### src/mm64a_pkg.sv
// Package for the MurmurHash64A streaming hash block.
// Holds the sequencer state type, the hash constants and the tail mask helper.
// Used by murmur64a_string_hash_top; depends on nothing.
package mm64a_pkg;

    // Mixing constant and its 32-bit halves, fed one at a time to the multiplier
    localparam logic [63:0] MIX_MUL    = 64'hc6a4a7935bd1e995;
    localparam logic [31:0] MIX_MUL_LO = MIX_MUL[31:0];
    localparam logic [31:0] MIX_MUL_HI = MIX_MUL[63:32];
    localparam int unsigned MIX_SHIFT  = 47;
    localparam logic [63:0] SEED_RESET = 64'd1000;

    // Sequencer states
    typedef enum logic [2:0] {
        ST_IDLE,   // wait for an input transfer
        ST_LEN,    // length * M for the start value
        ST_K1,     // first multiply of the word mix
        ST_K2,     // second multiply of the word mix
        ST_H,      // fold into running hash: h * M
        ST_FIN,    // finalizing multiply
        ST_OUT     // hand the hash to the output register
    } state_t;

    // Multiplier phase within one 64-bit constant multiply
    typedef enum logic [1:0] {
        PH_LL,     // a[31:0]  * M[31:0]
        PH_LH,     // a[31:0]  * M[63:32], low half to upper word
        PH_HL      // a[63:32] * M[31:0],  low half to upper word
    } phase_t;

    // Keep bytes below cnt of a 64-bit word
    function automatic logic [63:0] tail_mask(input logic [2:0] cnt);
        logic [63:0] m;
        m = '0;
        for (int i = 0; i < 8; i++) begin
            if (3'(i) < cnt) begin
                m[i*8 +: 8] = 8'hff;
            end
        end
        return m;
    endfunction

    // h ^ (h >> 47)
    function automatic logic [63:0] shift_xor(input logic [63:0] v);
        return v ^ (v >> MIX_SHIFT);
    endfunction

endpackage

### src/murmur64a_string_hash_top.sv
// Top level of the MurmurHash64A streaming hash block.
// Sequencer around one shared 32x32 multiplier; uses mm64a_pkg.
// Stream input of message words, stream output of the finished hash.

// MurmurHash64A over a byte message streamed as little-endian 64-bit words.
// Send one transfer per word; tuser marks the first word, which also carries
// the total byte length, and tlast marks the final word, whose byte count
// (0 to 8) selects the tail bytes. The hash appears on the m_ side one
// transfer per message. Every 64-bit multiply by the mixing constant runs as
// three passes through a single 32x32 multiplier, and s_tready is high only in
// idle: a full word takes three multiplies, a first word adds one, a tail takes
// one, and the last word adds one for finalizing plus the output register load.
// The seed is written through cfg_we/cfg_wdata; the user must do so only while
// no message is in flight, as the block itself does not enforce this.
module murmur64a_string_hash_top (
    input  logic         aclk,
    input  logic         aresetn,
    // configuration: seed
    input  logic         cfg_we,
    input  logic [63:0]  cfg_wdata,
    // input stream
    input  logic         s_tvalid,
    output logic         s_tready,
    // s_tdata from bit 0: total_length[31:0], data_word[63:0], byte_count[3:0], zero pad
    input  logic [103:0] s_tdata,
    // s_tuser: first
    input  logic         s_tuser,
    input  logic         s_tlast,
    // result stream
    output logic         m_tvalid,
    input  logic         m_tready,
    // m_tdata from bit 0: hash[63:0]
    output logic [63:0]  m_tdata
);

    mm64a_pkg::state_t state_reg, state_next;
    mm64a_pkg::phase_t phase_reg, phase_next;

    logic [63:0] seed_reg;
    logic [63:0] h_reg, h_next;
    logic [63:0] a_reg, a_next;
    logic [63:0] acc_reg, acc_next;
    logic [63:0] word_reg, word_next;
    logic [2:0]  tcnt_reg, tcnt_next;
    logic        full_reg, full_next;
    logic        last_reg, last_next;
    logic        m_valid_reg, m_valid_next;
    logic [63:0] hash_reg, hash_next;

    // Input field unpacking
    logic [31:0] in_len;
    logic [63:0] in_word;
    logic [3:0]  in_cnt;
    logic        in_full;
    logic        accept;

    assign in_len  = s_tdata[31:0];
    assign in_word = s_tdata[95:32];
    assign in_cnt  = s_tdata[99:96];
    // a short count only matters on the last word; counts above eight mean eight
    assign in_full = !s_tlast || (in_cnt >= 4'd8);

    assign s_tready = (state_reg == mm64a_pkg::ST_IDLE);
    assign accept   = s_tvalid && s_tready;
    assign m_tvalid = m_valid_reg;
    assign m_tdata  = hash_reg;

    // Shared multiplier: one 32x32 partial product per cycle
    logic [31:0] mul_a, mul_b;
    logic [63:0] mul_p;
    logic [63:0] mul_res;
    logic        in_mul;
    logic        mul_done;

    always_comb begin
        case (phase_reg)
            mm64a_pkg::PH_LL: begin
                mul_a = a_reg[31:0];
                mul_b = mm64a_pkg::MIX_MUL_LO;
            end
            mm64a_pkg::PH_LH: begin
                mul_a = a_reg[31:0];
                mul_b = mm64a_pkg::MIX_MUL_HI;
            end
            mm64a_pkg::PH_HL: begin
                mul_a = a_reg[63:32];
                mul_b = mm64a_pkg::MIX_MUL_LO;
            end
            default: begin
                mul_a = a_reg[31:0];
                mul_b = mm64a_pkg::MIX_MUL_LO;
            end
        endcase
    end

    assign mul_p   = {32'd0, mul_a} * {32'd0, mul_b};
    assign mul_res = {acc_reg[63:32] + mul_p[31:0], acc_reg[31:0]};
    assign in_mul  = (state_reg == mm64a_pkg::ST_LEN) || (state_reg == mm64a_pkg::ST_K1) ||
                     (state_reg == mm64a_pkg::ST_K2)  || (state_reg == mm64a_pkg::ST_H)  ||
                     (state_reg == mm64a_pkg::ST_FIN);
    assign mul_done = in_mul && (phase_reg == mm64a_pkg::PH_HL);

    // Dispatch after the start value is known: pick the first step of the word
    logic [63:0]         disp_h;
    logic [63:0]         disp_word;
    logic [2:0]          disp_cnt;
    logic                disp_full;
    logic [63:0]         disp_a;
    mm64a_pkg::state_t   disp_state;

    always_comb begin
        if (state_reg == mm64a_pkg::ST_IDLE) begin
            disp_h    = h_reg;
            disp_word = in_word;
            disp_cnt  = in_cnt[2:0];
            disp_full = in_full;
        end else begin
            disp_h    = seed_reg ^ mul_res;
            disp_word = word_reg;
            disp_cnt  = tcnt_reg;
            disp_full = full_reg;
        end
        if (disp_full) begin
            disp_a     = disp_word;
            disp_state = mm64a_pkg::ST_K1;
        end else if (disp_cnt != 3'd0) begin
            disp_a     = disp_h ^ (disp_word & mm64a_pkg::tail_mask(disp_cnt));
            disp_state = mm64a_pkg::ST_H;
        end else begin
            disp_a     = mm64a_pkg::shift_xor(disp_h);
            disp_state = mm64a_pkg::ST_FIN;
        end
    end

    // Next state
    always_comb begin
        state_next = state_reg;
        case (state_reg)
            mm64a_pkg::ST_IDLE: begin
                if (accept) begin
                    state_next = s_tuser ? mm64a_pkg::ST_LEN : disp_state;
                end
            end
            mm64a_pkg::ST_LEN: begin
                if (mul_done) state_next = disp_state;
            end
            mm64a_pkg::ST_K1: begin
                if (mul_done) state_next = mm64a_pkg::ST_K2;
            end
            mm64a_pkg::ST_K2: begin
                if (mul_done) state_next = mm64a_pkg::ST_H;
            end
            mm64a_pkg::ST_H: begin
                if (mul_done) state_next = last_reg ? mm64a_pkg::ST_FIN : mm64a_pkg::ST_IDLE;
            end
            mm64a_pkg::ST_FIN: begin
                if (mul_done) state_next = mm64a_pkg::ST_OUT;
            end
            mm64a_pkg::ST_OUT: begin
                if (!m_valid_reg || m_tready) state_next = mm64a_pkg::ST_IDLE;
            end
            default: state_next = mm64a_pkg::ST_IDLE;
        endcase
    end

    // Datapath and output register
    always_comb begin
        phase_next   = phase_reg;
        h_next       = h_reg;
        a_next       = a_reg;
        acc_next     = acc_reg;
        word_next    = word_reg;
        tcnt_next    = tcnt_reg;
        full_next    = full_reg;
        last_next    = last_reg;
        hash_next    = hash_reg;
        m_valid_next = m_valid_reg && !m_tready;

        // advance the multiplier phase and accumulate the partial product
        if (in_mul) begin
            case (phase_reg)
                mm64a_pkg::PH_LL: begin
                    acc_next   = mul_p;
                    phase_next = mm64a_pkg::PH_LH;
                end
                mm64a_pkg::PH_LH: begin
                    acc_next   = mul_res;
                    phase_next = mm64a_pkg::PH_HL;
                end
                default: begin
                    acc_next   = mul_res;
                    phase_next = mm64a_pkg::PH_LL;
                end
            endcase
        end

        case (state_reg)
            mm64a_pkg::ST_IDLE: begin
                // latch the word and choose the first operation
                if (accept) begin
                    word_next  = in_word;
                    tcnt_next  = in_cnt[2:0];
                    full_next  = in_full;
                    last_next  = s_tlast;
                    phase_next = mm64a_pkg::PH_LL;
                    a_next     = s_tuser ? {32'd0, in_len} : disp_a;
                end
            end
            mm64a_pkg::ST_LEN: begin
                if (mul_done) begin
                    h_next = disp_h;
                    a_next = disp_a;
                end
            end
            mm64a_pkg::ST_K1: begin
                if (mul_done) a_next = mm64a_pkg::shift_xor(mul_res);
            end
            mm64a_pkg::ST_K2: begin
                if (mul_done) a_next = h_reg ^ mul_res;
            end
            mm64a_pkg::ST_H: begin
                if (mul_done) begin
                    h_next = mul_res;
                    a_next = mm64a_pkg::shift_xor(mul_res);
                end
            end
            mm64a_pkg::ST_FIN: begin
                if (mul_done) h_next = mm64a_pkg::shift_xor(mul_res);
            end
            mm64a_pkg::ST_OUT: begin
                // hold until the output register is free
                if (!m_valid_reg || m_tready) begin
                    hash_next    = h_reg;
                    m_valid_next = 1'b1;
                end
            end
            default: ;
        endcase
    end

    // Control registers
    always_ff @(posedge aclk) begin
        if (!aresetn) begin
            state_reg   <= mm64a_pkg::ST_IDLE;
            phase_reg   <= mm64a_pkg::PH_LL;
            m_valid_reg <= 1'b0;
            seed_reg    <= mm64a_pkg::SEED_RESET;
            h_reg       <= '0;
        end else begin
            state_reg   <= state_next;
            phase_reg   <= phase_next;
            m_valid_reg <= m_valid_next;
            h_reg       <= h_next;
            if (cfg_we) seed_reg <= cfg_wdata;
        end
    end

    // Payload registers
    always_ff @(posedge aclk) begin
        a_reg    <= a_next;
        acc_reg  <= acc_next;
        word_reg <= word_next;
        tcnt_reg <= tcnt_next;
        full_reg <= full_next;
        last_reg <= last_next;
        hash_reg <= hash_next;
    end

endmodule

### config.mk
export PLATFORM = sky130hd
export DESIGN_NAME = murmur64a_string_hash_top
export DESIGN_NICKNAME = d
export VERILOG_FILES = /design/src/mm64a_pkg.sv /design/src/murmur64a_string_hash_top.sv
export SDC_FILE = /design/constraint.sdc
export NUM_CORES = 2
export LEC_CHECK = 0
export ABC_AREA = 0
export ABC_CLOCK_PERIOD_IN_PS = 12900
export BUFFER_PORTS_ARGS = -buffer_cell sky130_fd_sc_hd__buf_2
export CAP_MARGIN = 40
export CORE_MARGIN = 2
export CORE_UTILIZATION = 45
export DETAILED_ROUTE_END_ITERATION = 6
export PLACE_DENSITY = 0.71
export SYNTH_ARGS = -nofsm -noshare
export SYNTH_HDL_FRONTEND = slang
export SYNTH_SLANG_ARGS = --single-unit
### constraint.sdc
create_clock -name aclk -period 12.9 [get_ports aclk]
set_input_delay 1.29 -clock aclk [delete_from_list [all_inputs] [get_ports aclk]]
set_output_delay 1.29 -clock aclk [all_outputs]
set_load 0.05 [all_outputs]
==> results.cfg <==
[hold_path]
hold_path.class = flop to flop

[drt]
drt_iter0_markers = 4571
wl_per_cell_um = 25.7
drc = 6
drtAntennaViolNets = 0
vias_per_cell = 5.82
first_pass_iters = 7
via_count = 37700
drt_wl_total_mm = 166

[floorplan]
die_w_um = 326
die_h_um = 326
pin_count = 241
start_util = 0.452
fp.coreArea_um2 = 103000
fp.dieArea_um2 = 106000
num_rows = 118

[global_routing]
grt_pass1_wl_mm = 244
gr-usage-all-layers = 0.311
antenna_found_initial = 12
overflow = 0
grt_pass1_vias = 37300
grt_max_degree = 74

[synth]
synth_xor_area_frac = 0.0486
synthTopCellsByArea = fa_1, edfxtp_1, ha_1
yosys_register_bits = 395
synth_top_family_by_area = adder cells
avgSynthCellArea_um2 = 9.62
ys_warn_count = 0
synthMuxAreaShare = 0.0331
syn_inst = 4862
synth_top_area_share = 0.262
yosysMostFrequentCell = inv_1
yosys.cell_types.count = 90
synth_top_area_cell = fa_1
synth_top_cells_by_count = inv_1, fa_1, ha_1, nand2_1, nor2_1
synthAdderAreaFrac = 0.378
async_flop_share = 0
synthSimpleGateAreaFrac = 0.102
synth_edf_count = 261
syn_area_um2 = 46800
seq_area_frac_synth = 0.225
yosys_most_used_dff = edfxtp_1
synth-compound-area-share = 0.128

[clock_tree]
cts_setup_buffers = 0
postCtsHoldBufs = 0
path_clk_slew_ns = 0.07
clk_latency_ns = 0.61
cts_tree = done
cts_resized = 0
cts.sinks = 395
htree_levels = 2
cts-root-buf = clkbuf_16
cts_buffers = 44
clk_path_buf_depth = 3

[worst_setup_path]
path_max_fanout = 16
arrival_ns = 12.07
worstSetupPathType = flop to flop
cp_data_required_time_ns = 13.26
max_stage_delay_ns = 0.69
crit_path_start_kind = flop
worst_path_max_delay_cell = nor2b_4
cp-end-kind = flop

[sta]
rsz0062_at_grt = false
hold_viol = 0
period_minus_slack_ns = 11.71
clock-skew-final_ns = 0.0492
clock.fmax_mhz = 85.4
slew_violations = 0
fin_ws_ns = 1.19
maxSlewHeadroom = 0.351
setup_viol = 0
fin_tns_setup_ns = 0
tightest_slew_ns = 0.966
fin_crit_sh = 0.908

[cells_and_area]
final_cells = 6466
syn2layout_area_growth_pct = 10.3
nets = 6267
layout-drive-gt1-share = 0.101

[status]
violations = design-rule violations
status = complete, but fails checks

[placed_design]
portBuffers = 236
hpwlAfterDp_mm = 136
gp_congestion = 1.03
place_inst = 6380
dp_slack_ns = 1.43

[flow_run]
drv_cap = 0
## worst max-delay path: cells and delay by family, from the launching register on
| kind | cells | cell delay, ns |
|---|---|---|
| adders and majority gates | 10 | 4.45 |
| and+or+nand+nor | 7 | 1.86 |
| buffers and inverters | 7 | 1.16 |
| muxes | 2 | 0.74 |
| AOI/OAI and AO/OA | 9 | 2.09 |
| xor gates and xnor gates | 2 | 0.69 |
| DFF | 1 | 0.50 |
## stage by stage
| stage | util | area (um^2) | hold WS, ns |
|---|---|---|---|
| 2_1_floorplan | - | 46800 | 0.447 |
| 3_3_place_gp | 0.481 | 49700 | 0.489 |
| 3_5_place_dp | 0.483 | 49900 | 0.489 |
| 4_1_cts | 0.499 | 51500 | 0.503 |
| 5_1_grt | 0.499 | 51600 | 0.520 |
| 6_report | 0.499 | 51600 | 0.506 |
## final timing paths
check / depth (start not counted) / slack [ns] / startpoint / endpoint
worst max-delay path: 37 / 1.19 / phase_reg[1] / a_reg[62]
worst min-delay path: 0 / 0.51 / h_reg[34] / m_tdata[34]
worst max register to register: 37 / 1.19 / phase_reg[1] / a_reg[62]
worst min register to register: 0 / 0.51 / h_reg[34] / m_tdata[34]
## cell type report
| class | instances | area [um^2] |
|---|---|---|
| Fill cell | 9603 | 51800 |
| Multi-Input combinational cell | 3426 | 32400 |
| Sequential cell | 395 | 10500 |
| Inverter | 824 | 3100 |
| Timing Repair Buffer | 356 | 2160 |
| Tap cell | 1380 | 1730 |
| Clock buffer | 56 | 1290 |
| Clock inverter | 26 | 362 |
| Antenna cell | 3 | 7.51 |
## kinds of logic after synthesis
| kind of cell | after synthesis |
|---|---|
| other | 2 |
| adder cells (fa/ha/maj) | 1046 |
| buffers and inverters | 1045 |
| AND/OR/NAND/NOR | 1063 |
| XOR/XNOR | 243 |
| AO/OA/AOI/OAI | 915 |
| multiplexers | 153 |
| flip-flops | 395 |
## metal layers
layer	global-route usage	part of all wire	up-vias
met5	0	0.00018	-
met4	0.161	0.064	4
met3	0.0751	0.12	492
met2	0.477	0.44	2164
met1	0.409	0.38	18500
li1	-	-	16500
## cells in the final DEF, fill, tap and decap left out, types with 22 or more instances in the layout
master | synthesis | layout
and2_1 | 22 | 22
ha_1 | 434 | 434
a21boi_0 | 24 | 23
clkbuf_16 | 0 | 50
edfxtp_1 | 261 | 261
o211a_1 | 31 | 31
inv_1 | 821 | 820
nor3_1 | 44 | 43
fa_1 | 611 | 611
a21oi_1 | 257 | 256
dfxtp_1 | 134 | 134
o21ai_0 | 218 | 216
nand2_1 | 431 | 430
nand3_1 | 61 | 61
mux2i_1 | 142 | 142
xnor2_1 | 171 | 171
buf_4 | 1 | 117
a211oi_1 | 22 | 22
nor2_1 | 290 | 287
nand4_1 | 27 | 27
a21o_1 | 51 | 51
o211ai_1 | 55 | 55
o221ai_1 | 28 | 28
xor2_1 | 60 | 60
buf_2 | 28 | 235
nor2b_1 | 83 | 79
Power is left out: the tool's default activity adds up to more than one toggle a clock period on the data nets, which glitch-free logic cannot reach.
